--- src/sv/eld_pkg.sv ---
package eld_pkg;

   // one input transaction
   typedef struct packed {
      logic [7:0] log_byte;
      logic       stream_start;
   } req_type;

   // one result transaction
   typedef struct packed {
      logic [2:0]  kind;
      logic [7:0]  text_byte;
      logic [7:0]  source_code;
      logic [15:0] half_ms_count;
      logic [15:0] can_id;
      logic [63:0] can_payload;
      logic [7:0]  can_length;
   } rsp_type;

   // result from the parser to the output buffer
   typedef struct packed {
      logic    valid;
      rsp_type data;
   } result_type;

   // result kinds
   localparam logic [2:0] KIND_TEXT     = 3'd0;
   localparam logic [2:0] KIND_TIME     = 3'd1;
   localparam logic [2:0] KIND_CAN      = 3'd2;
   localparam logic [2:0] KIND_BAD_TIME = 3'd3;
   localparam logic [2:0] KIND_BAD_CAN  = 3'd4;
   localparam logic [2:0] KIND_RAW      = 3'd5;

   // framing bytes
   localparam logic [7:0] SOH_BYTE = 8'h01;
   localparam logic [7:0] STX_BYTE = 8'h02;
   localparam logic [7:0] ETX_BYTE = 8'h03;
   localparam logic [7:0] EOT_BYTE = 8'h04;

   // parser modes
   localparam logic [1:0] MODE_TEXT = 2'd0;
   localparam logic [1:0] MODE_TIME = 2'd1;
   localparam logic [1:0] MODE_CAN  = 2'd2;

   // byte positions inside a record
   localparam logic [3:0] POS_FIRST      = 4'd0;
   localparam logic [3:0] POS_SECOND     = 4'd1;
   localparam logic [3:0] POS_THIRD      = 4'd2;
   localparam logic [3:0] TIME_CLOSE_POS = 4'd3;
   localparam logic [3:0] CAN_SIZE_POS   = 4'd10;
   localparam logic [3:0] CAN_CLOSE_POS  = 4'd11;

endpackage

--- src/sv/eld_parser.sv ---
module eld_parser import eld_pkg::*; (
   input  logic       clock,
   input  logic       reset,
   input  logic       accept,
   input  req_type    req_data,
   input  logic       decode_enable,
   output result_type result
);

   logic [1:0]  mode_ff, mode_in, mode_cur;
   logic [3:0]  index_ff, index_in, index_cur;
   logic [7:0]  held_source_ff, held_source_in;
   logic [15:0] held_time_ff, held_time_in;
   logic [15:0] held_id_ff, held_id_in;
   logic [7:0]  held_data_ff [8];
   logic [7:0]  held_size_ff, held_size_in;
   logic        data_we;
   logic [2:0]  data_lane;
   logic [63:0] payload;
   logic [7:0]  b;

   assign b         = req_data.log_byte;
   assign mode_cur  = req_data.stream_start ? MODE_TEXT : mode_ff;
   assign index_cur = req_data.stream_start ? POS_FIRST : index_ff;
   assign data_lane = 3'(index_cur - POS_THIRD);

   always_comb begin
      for (int i = 0; i < 8; i++) begin
         payload[8*i +: 8] = held_data_ff[i];
      end
   end

   always_comb begin
      mode_in        = mode_cur;
      index_in       = index_cur;
      held_source_in = held_source_ff;
      held_time_in   = held_time_ff;
      held_id_in     = held_id_ff;
      held_size_in   = held_size_ff;
      data_we        = 1'b0;
      result         = '0;
      if (!decode_enable) begin
         result.valid          = 1'b1;
         result.data.kind      = KIND_RAW;
         result.data.text_byte = b;
      end else begin
         case (mode_cur)
            MODE_TEXT: begin
               index_in = POS_FIRST;
               if (b == SOH_BYTE) begin
                  mode_in = MODE_CAN;
               end else if (b == STX_BYTE) begin
                  mode_in = MODE_TIME;
               end else begin
                  result.valid          = 1'b1;
                  result.data.kind      = KIND_TEXT;
                  result.data.text_byte = b;
               end
            end
            MODE_TIME: begin
               index_in = index_cur + 4'd1;
               if (index_cur == POS_FIRST) begin
                  held_source_in = b;
               end else if (index_cur == POS_SECOND) begin
                  held_time_in = {8'd0, b};
               end else if (index_cur == POS_THIRD) begin
                  held_time_in = {held_time_ff[7:0], b};
               end else begin
                  mode_in      = MODE_TEXT;
                  result.valid = 1'b1;
                  if (b != ETX_BYTE) begin
                     result.data.kind = KIND_BAD_TIME;
                  end else begin
                     result.data.kind          = KIND_TIME;
                     result.data.source_code   = held_source_ff;
                     result.data.half_ms_count = held_time_ff;
                  end
               end
            end
            MODE_CAN: begin
               index_in = index_cur + 4'd1;
               if (index_cur == POS_FIRST) begin
                  held_id_in = {8'd0, b};
               end else if (index_cur == POS_SECOND) begin
                  held_id_in = {held_id_ff[7:0], b};
               end else if (index_cur < CAN_SIZE_POS) begin
                  data_we = 1'b1;
               end else if (index_cur == CAN_SIZE_POS) begin
                  held_size_in = b;
               end else begin
                  mode_in      = MODE_TEXT;
                  result.valid = 1'b1;
                  if (b != EOT_BYTE) begin
                     result.data.kind = KIND_BAD_CAN;
                  end else begin
                     result.data.kind        = KIND_CAN;
                     result.data.can_id      = held_id_ff;
                     result.data.can_payload = payload;
                     result.data.can_length  = held_size_ff;
                  end
               end
            end
            default: begin
               // unused mode swallows the byte
               mode_in = MODE_TEXT;
            end
         endcase
      end
      result.valid = result.valid & accept;
   end

   always_ff @(posedge clock) begin
      if (reset) begin
         mode_ff  <= MODE_TEXT;
         index_ff <= POS_FIRST;
      end else if (accept) begin
         mode_ff  <= mode_in;
         index_ff <= index_in;
      end
   end

   always_ff @(posedge clock) begin
      if (accept) begin
         held_source_ff <= held_source_in;
         held_time_ff   <= held_time_in;
         held_id_ff     <= held_id_in;
         held_size_ff   <= held_size_in;
         if (data_we) begin
            held_data_ff[data_lane] <= b;
         end
      end
   end

   a_time_index: assert property (@(posedge clock) disable iff (reset)
      mode_ff == MODE_TIME |-> index_ff <= TIME_CLOSE_POS)
      else $error("time record index past close");

   a_can_index: assert property (@(posedge clock) disable iff (reset)
      mode_ff == MODE_CAN |-> index_ff <= CAN_CLOSE_POS)
      else $error("can record index past close");

   a_record_done: assert property (@(posedge clock) disable iff (reset)
      result.valid && result.data.kind != KIND_RAW |=> mode_ff == MODE_TEXT)
      else $error("parser not back in text after a result");

endmodule

--- src/sv/eld_out_buf.sv ---
module eld_out_buf import eld_pkg::*; (
   input  logic       clock,
   input  logic       reset,
   input  result_type result,
   output logic       push_ready,
   output logic       rsp_valid,
   input  logic       rsp_ready,
   output rsp_type    rsp_data
);

   logic    main_valid_ff, main_valid_in;
   rsp_type main_data_ff, main_data_in;
   logic    skid_valid_ff, skid_valid_in;
   rsp_type skid_data_ff, skid_data_in;
   logic    out_fire;

   assign out_fire   = main_valid_ff && rsp_ready;
   assign push_ready = !skid_valid_ff;
   assign rsp_valid  = main_valid_ff;
   assign rsp_data   = main_data_ff;

   always_comb begin
      main_valid_in = main_valid_ff;
      main_data_in  = main_data_ff;
      skid_valid_in = skid_valid_ff;
      skid_data_in  = skid_data_ff;
      if (!main_valid_ff || out_fire) begin
         if (skid_valid_ff) begin
            main_valid_in = 1'b1;
            main_data_in  = skid_data_ff;
            skid_valid_in = 1'b0;
         end else begin
            main_valid_in = result.valid;
            main_data_in  = result.data;
         end
      end else if (result.valid) begin
         skid_valid_in = 1'b1;
         skid_data_in  = result.data;
      end
   end

   always_ff @(posedge clock) begin
      if (reset) begin
         main_valid_ff <= 1'b0;
         skid_valid_ff <= 1'b0;
      end else begin
         main_valid_ff <= main_valid_in;
         skid_valid_ff <= skid_valid_in;
      end
   end

   always_ff @(posedge clock) begin
      main_data_ff <= main_data_in;
      skid_data_ff <= skid_data_in;
   end

   a_skid_behind_main: assert property (@(posedge clock) disable iff (reset)
      skid_valid_ff |-> main_valid_ff)
      else $error("skid holds data while output is empty");

   a_no_push_when_full: assert property (@(posedge clock) disable iff (reset)
      result.valid |-> !skid_valid_ff)
      else $error("result pushed into full buffer");

   a_skid_moves_up: assert property (@(posedge clock) disable iff (reset)
      skid_valid_ff && out_fire |=> main_valid_ff && main_data_ff == $past(skid_data_ff))
      else $error("skid entry lost on drain");

endmodule

--- src/sv/event_log_deframer.sv ---
// event log deframer
//
// req channel: one log byte per transaction (req_valid / req_ready), with
// stream_start marking the first byte of a new stream. rsp channel: zero or
// one result transaction per byte (rsp_valid / rsp_ready): a text or raw
// byte, a finished time or CAN record, or a framing error.
// csr channel: one write transaction sets decode_enable; write only while
// the block is idle. csr_ready is always high.
//
// throughput: one byte per cycle while req_ready is high; the parser state
// update and the result decode are combinational, and the accept edge
// registers each result into the output register or, when full, the skid.
//
// reset: parser back in text mode, decode_enable set, output buffer empty.
// stall: a two-entry output buffer (output register plus skid) keeps
// req_ready high while one result waits; req_ready drops only when both
// entries hold results, and bytes that give no result also wait then.
module event_log_deframer import eld_pkg::*; (
   input  logic    clock,
   input  logic    reset,
   // byte input
   input  logic    req_valid,
   output logic    req_ready,
   input  req_type req_payload,
   // result output
   output logic    rsp_valid,
   input  logic    rsp_ready,
   output rsp_type rsp_payload,
   // configuration write
   input  logic    csr_valid,
   output logic    csr_ready,
   input  logic    csr_data
);

   logic       decode_enable_ff;
   logic       accept;
   logic       push_ready;
   result_type result;

   // configuration is always taken
   assign csr_ready = 1'b1;

   always_ff @(posedge clock) begin
      if (reset) begin
         decode_enable_ff <= 1'b1;
      end else if (csr_valid && csr_ready) begin
         decode_enable_ff <= csr_data;
      end
   end

   // a byte is taken whenever the skid entry is free
   assign req_ready = push_ready;
   assign accept    = req_valid && req_ready;

   // byte parser and record state
   eld_parser u_parser (
      .clock         (clock),
      .reset         (reset),
      .accept        (accept),
      .req_data      (req_payload),
      .decode_enable (decode_enable_ff),
      .result        (result)
   );

   // output register with skid entry
   eld_out_buf u_out_buf (
      .clock      (clock),
      .reset      (reset),
      .result     (result),
      .push_ready (push_ready),
      .rsp_valid  (rsp_valid),
      .rsp_ready  (rsp_ready),
      .rsp_data   (rsp_payload)
   );

endmodule

--- config.mk ---
export PLATFORM = sky130hd
export DESIGN_NAME = event_log_deframer
export DESIGN_NICKNAME = d
export VERILOG_FILES = /design/src/sv/eld_pkg.sv /design/src/sv/eld_parser.sv /design/src/sv/eld_out_buf.sv /design/src/sv/event_log_deframer.sv
export SDC_FILE = /design/constraint.sdc
export NUM_CORES = 1
export LEC_CHECK = 0
export ABC_CLOCK_PERIOD_IN_PS = 5820
export BUFFER_PORTS_ARGS = -buffer_cell sky130_fd_sc_hd__buf_2
export CAP_MARGIN = 30
export CORE_ASPECT_RATIO = 1.25
export CORE_MARGIN = 4
export CORE_UTILIZATION = 45
export DETAILED_ROUTE_END_ITERATION = 10
export PLACE_DENSITY = 0.63
export SLEW_MARGIN = 10
export SYNTH_ARGS = -nofsm -noshare
export SYNTH_HDL_FRONTEND = slang
export SYNTH_SLANG_ARGS = --single-unit
--- constraint.sdc ---
create_clock -name clock -period 5.82 [get_ports clock]
set_input_delay 0.582 -clock clock [delete_from_list [all_inputs] [get_ports clock]]
set_output_delay 0.582 -clock clock [all_outputs]
set_load 0.1 [all_outputs]
==> flow_metrics.tcl, run 1 <==
set metrics [dict create \
    outcome "complete, no violations" \
    clockRootBuffer "clkbuf_16" \
    slew_viol_final 0 \
    rows 73 \
    instances_no_fill 1608 \
    hold_slack_ns 0.299 \
    slowest_delay_ns 0.83 \
    place_congestion 0.828 \
    clk_latency_ns 0.52 \
    grt_max_degree 92 \
    setup_violations 0 \
    grt_pass1_vias 8367 \
    gr-total-overflow 0 \
    area_growth_pct 14.8 \
    p_sw_mw 1.56 \
    fillers 2703 \
    wl_mm 29.9 \
    ant_nets 0 \
    seq_area_frac_synth_pct 75.5 \
    synth_edf_count 358 \
    netlist_instances 1058 \
    finalWorstSetupSlack_ns 2.15 \
    final_util_pct 52.3 \
    drtIter0Drc 870 \
    cts_made_buffers 35 \
    worst-endpoint-required_ns 5.99 \
    drc 0 \
    place_hpwl_mm 17.7 \
    coreArea_um2 31800 \
    wl_met2_mm 14.5 \
    tightest_slew_ns 0.988 \
    drt-met1-wl_mm 12.9 \
    comb_power_share_pct 11.6 \
    swShare_pct 26.8 \
    hold_path_class "input pin to flop" \
    io_pins 141 \
    synth.ff_latch_count 367 \
    crit_chain "nor2b_1, inv_1, ha_1, nor3_1, o21ai_0, o21ai_0, o211a_4, buf_12" \
    port_buffers 139 \
    fin_crit_sh_pct 63.1 \
    viasPerCell 5.26 \
    critical_path_arrival_ns 3.84 \
    grt_pass1_wl_mm 47.1 \
    synthArstFlopShare_pct 0 \
    htreeDepth 2 \
    internal_power_mw 4.24 \
    cts_resized 0 \
    cts_max_path_buffers 3 \
    design_area_um2 16600 \
    insertedDiodeCount 0 \
    wl_per_cell_um 18.6 \
    dp_slack_ns 2.05 \
    finalSetupTns_ns 0 \
    syn-mean-instance-area_um2 13.7 \
    die_w_um 168 \
    total_power_mw 5.80 \
    cts_tree "done" \
    endpoint_kind "flop" \
    min_period_ns 3.67 \
    track_usage_pct 16.8 \
    synth_top_flop_cell "edfxtp_1" \
    ir_drop_mv 0.184 \
    start_util_pct 45.6 \
    route.met3.wl_mm 1.70 \
    seq_area_um2 10900 \
    synth_warnings 0 \
    p_leak_nw 6.93 \
    p_per_area_nw_per_um2 349 \
    postCtsHoldBufs 0 \
    place_area_um2 15600 \
    fin_skew_ns 0.0174 \
    synth_cell_types 56 \
    slew-limit-headroom_pct 34.1 \
    start_kind "flop" \
    antenna_found_initial 1 \
    dr.max_layer_used "met5" \
    cp_slowest_cell "o211a_4" \
    postCtsSetupBuffers 0 \
    dr_total_vias 8463 \
    placed_cells 1545 \
    pwr-share-clk_pct 36.5 \
    cpMostUsedCell "o21ai_0" \
    nets 1193 \
    path_class "flop to flop" \
    first_pass_iters 5 \
    power_frac_seq_pct 51.8 \
    finalHoldViolations 0 \
    max_cap_viol_count 0 \
    die-area_um2 35100 \
    max_freq_ghz 0.272 \
    rsz0062_at_grt "false" \
    cp_max_fo 68 \
    synth_area_um2 14500 \
    clock_sinks 367 \
    die_y_um 209 \
    multiInputGateArea_um2 2830 \
    final_layout_size_suffix_gt1_share_pct 18.4 \
    synth_fp_nets 1080 \
    cts.reportedPaths.clkPinSlew_ns 0.06 \
]
-- placed cells by master (no fill, tap or decap), types with 2 or more instances in the layout --
cell type	Yosys	routed
nand2_1	119	119
buf_2	9	142
clkinv_2	0	6
edfxtp_1	358	358
or3_1	2	2
a21boi_0	5	4
mux2_2	10	10
buf_12	0	3
ha_1	7	7
a21oi_1	13	13
nor2b_1	7	7
nor4_2	0	2
o21ai_1	10	10
or4_1	2	2
clkinv_1	0	13
nand4_1	91	91
dfxtp_4	0	2
inv_1	121	120
nor2_1	36	36
and3_1	2	2
clkbuf_16	0	37
dfxtp_1	9	7
nor3_1	5	5
nor4b_1	2	2
buf_4	2	8
o21ai_0	86	86
a22oi_1	2	2
nand3_1	6	6
o41ai_1	4	4
o31ai_1	28	28
clkbuf_1	64	5
nand2b_1	10	10
and2_1	13	13
-- state kept, by name (all words and copies together), names as in the netlist --
register	flops
decode_enable_ff	1
u_out_buf.rsp_data	123
u_out_buf.rsp_valid	1
u_out_buf.skid_data_ff	123
u_out_buf.skid_valid_ff	1
u_parser.held_data_ff	64
u_parser.held_id_ff	16
u_parser.held_size_ff	8
u_parser.held_source_ff	8
u_parser.held_time_ff	16
u_parser.index_ff	4
u_parser.mode_ff	2
-- power by group through the flow --
stage / registers, mW / logic, mW / clock network, mW
floorplan: 3.53 / 0.100 / 0
global placement: 3.07 / 0.667 / 0
detailed placement: 3.06 / 0.680 / 0
CTS: 3.01 / 0.681 / 2.17
global route: 3.01 / 0.697 / 2.28
finish: 3.01 / 0.676 / 2.12
-- final cells by class --
type                            instances  share of cell area, %
Sequential cell                       367                   65.8
Multi-Input combinational cell        492                   17.0
Clock buffer                           42                   5.68
Timing Repair Buffer                  154                   5.06
Tap cell                              412                   3.10
Inverter                              121                   2.75
Clock inverter                         20                  0.655
-- synthesized netlist by cell type, types with 2 or more instances --
library cell  count  area, µm²
inv_1           121        454
buf_2             9       45.0
a22oi_1           2       15.0
nor4b_1           2       17.5
nand3_1           6       30.0
nand4_1          91        569
o31ai_1          28        210
or3_1             2       12.5
nand2b_1         10       62.6
buf_4             2       15.0
nor4_1            3       18.8
nor2b_1           7       43.8
a21boi_0          5       37.5
a21oi_1          13       65.1
buf_1             3       11.3
o21ai_0          86        430
nor2_1           36        135
o211a_1           2       20.0
ha_1              7       87.6
nand2_1         119        447
nor3_1            5       25.0
edfxtp_1        358      10800
dfxtp_1           9        180
o2111a_1          2       22.5
mux2_2           10        113
or4_1             2       15.0
and2_1           13       81.3
o21ai_1          10       50.1
and3_1            2       12.5
o41ai_1           4       35.0
clkbuf_1         64        240
-- critical path: cells and delay by family (launching register included) --
kind                     cells  cell delay (ns)
flip-flops                   1             0.56
AND/OR/NAND/NOR              2             0.45
AO/OA/AOI/OAI                3             1.41
adder cells (fa/ha/maj)      1             0.34
buffers and inverters        2             0.50
-- routing by layer --
layer	vias up	GRT usage [%]
li1	4082	-
met3	54	2.61
met1	4052	23.5
met2	273	27.4
met5	-	0
met4	2	5.32
-- path summary, 6_finish.rpt --
| kind | from | end | slack (ns) | cells past startpoint |
|---|---|---|---|---|
| hold reg to reg | u_parser.mode_ff[0] | u_parser.mode_ff[0] | 0.51 | 2 |
| setup reg to reg | u_parser.index_ff[1] | u_out_buf.skid_data_ff[1] | 2.15 | 8 |
| setup / recovery | u_parser.index_ff[1] | u_out_buf.skid_data_ff[1] | 2.15 | 8 |
| hold / removal | csr_data | decode_enable_ff | 0.30 | 3 |
-- cell families (layout without fill, tap and decap cells) --
family	Yosys count	in the layout	synth area share [%]
AND/OR/NAND/NOR	304	304	10.6
multiplexers	11	11	0.847
flip-flops	367	367	75.5
XOR/XNOR	1	1	0.0605
other	1	1	0.0259
AO/OA/AOI/OAI	168	168	7.09
buffers and inverters	199	337	5.29
adder cells (fa/ha/maj)	7	7	0.605
(Power assumes the default switching activity.)
==> run 2: changes to the inputs <==
- ABC_CLOCK_PERIOD_IN_PS: 5820 -> 3000
- PLACE_DENSITY: 0.63 -> 0.66
- clock period: 5.82 -> 3 ns (I/O delays scaled with it)
==> run 2 against run 1 <==
Net effect:
- clock skew about the same
- clock power up 93%
- cell area up 1.6%
- via count down 0.39%
==> flow_metrics.tcl, run 2 (synthesized netlist as in run 1, its figures left out) <==
set metrics [dict create \
    p_leak_nw 7.07 \
    slew_viol_final 0 \
    tightest_slew_ns 0.903 \
    endpoint_kind "flop" \
    crit_chain "nor2b_1, inv_1, ha_1, buf_4, nor3_1, o21ai_0, o21ai_1, o211a_4, buf_4" \
    clockRootBuffer "clkbuf_16" \
    first_pass_iters 5 \
    seq_area_um2 10900 \
    port_buffers 139 \
    setup_violations 0 \
    start_kind "flop" \
    start_util_pct 45.6 \
    dr_total_vias 8430 \
    cts_made_buffers 36 \
    area_growth_pct 16.7 \
    final_cell_mix "358 x edfxtp_1, 139 x buf_2, 120 x inv_1" \
    die_w_um 168 \
    fin_skew_ns 0.0176 \
    outcome "complete, no violations" \
    final_layout_size_suffix_gt1_share_pct 20.4 \
    ir_drop_mv 0.433 \
    grt_max_degree 105 \
    fillers 2684 \
    viasPerCell 5.16 \
    rows 73 \
    cts.reportedPaths.clkPinSlew_ns 0.06 \
    die-area_um2 35100 \
    track_usage_pct 17.0 \
    finalHoldViolations 0 \
    htreeDepth 2 \
    slew-limit-headroom_pct 39.7 \
    postCtsSetupBuffers 0 \
    finalWorstSetupSlack_ns 0.531 \
    fin_crit_sh_pct 82.3 \
    gr-total-overflow 0 \
    final_common_cell "edfxtp_1" \
    crit_family "compound AO/OA/AOI/OAI gates" \
    path_class "flop to flop" \
    slowest_delay_ns 0.32 \
    place_congestion 0.794 \
    max_freq_ghz 0.405 \
    clock_sinks 367 \
    cpMostUsedCell "buf_4" \
    min_period_ns 2.47 \
    ant_nets 0 \
    crit_buf_inv 3 \
    critical_path_arrival_ns 2.64 \
    grt_pass1_vias 8467 \
    drc 0 \
    coreArea_um2 31800 \
    wl_mm 30.0 \
    p_per_area_nw_per_um2 666 \
    io_pins 141 \
    multiInputGateArea_um2 2840 \
    cts_max_path_buffers 3 \
    place_hpwl_mm 18.3 \
    die_y_um 209 \
    dp_slack_ns 0.375 \
    final_util_pct 53.2 \
    rsz0062_at_grt "false" \
    antenna_found_initial 0 \
    cts_resized 0 \
    insertedDiodeCount 0 \
    nets 1221 \
    drtIter0Drc 923 \
    finalSetupTns_ns 0 \
    cts_tree "done" \
    max_cap_viol_count 0 \
    hold_path_class "input pin to flop" \
    cp_slowest_cell "dfxtp_1" \
    cp_max_fo 22 \
    worst-endpoint-required_ns 3.17 \
    wl_per_cell_um 18.4 \
    grt_pass1_wl_mm 47.1 \
    clk_latency_ns 0.52 \
]
## run 2: cell types whose count changed in the layout (fill, tap and decap cells not counted), moves of 2 or more
cell and delta:
clkinv_1 -6, clkinvlp_4 +2, buf_2 -3, buf_12 +3, clkbuf_1 +5, buf_4 +27
## run 2: layer usage
metal | wire, µm | GRT usage (%)
met5 | 0 | 0
met4 | 807 | 5.49
met3 | 1520 | 2.99
met2 | 14900 | 28.5
met1 | 12800 | 22.6
## run 2: where the power goes
group / total, mW / switching (mW) / internal (mW)
registers: 5.82 / 0.0489 / 5.77
clock network: 4.10 / 1.76 / 2.34
logic: 1.34 / 1.19 / 0.158
## run 2: what timing repair did
action,CTS,global route
hold endpoints to repair,1,0
hold buffers,1,0
endpoints found under the setup margin,0,0
## run 2: layout make-up
class                           count  share of cell area (%)
Tap cell                          412                    3.05
Sequential cell                   367                    64.7
Timing Repair Buffer              181                    6.44
Clock inverter                     15                   0.555
Multi-Input combinational cell    492                    16.8
Inverter                          121                    2.71
Clock buffer                       47                    5.70
## run 2: through the flow
stage | hold slack [ns] | cells | total power [mW] | instance area [µm²]
6_report | 0.0328 | 1635 | 11.3 | 16900
3_3_place_gp | 0.494 | 1572 | 7.27 | 15800
2_1_floorplan | 0.399 | 1058 | 7.03 | 14500
3_5_place_dp | 0.501 | 1572 | 7.28 | 15800
5_1_grt | 0.0454 | 1635 | 11.6 | 16900
4_1_cts | 0.00887 | 1635 | 11.4 | 16900
## run 2: worst paths after layout
path	end	slack [ns]	start	cells past startpoint
worst max-delay path	u_out_buf.skid_data_ff[46]	0.53	u_parser.index_ff[1]	9
worst min-delay path	decode_enable_ff	0.03	csr_valid	3
worst max register to register	u_out_buf.skid_data_ff[46]	0.53	u_parser.index_ff[1]	9
worst min register to register	u_parser.mode_ff[0]	0.51	u_parser.mode_ff[0]	2
## run 2: tightest hold or removal path, delay by kind of cell
kind	cells	cell delay, ns
buf+inv	1	0.09
simple gates	1	0.06
mux	1	0.06
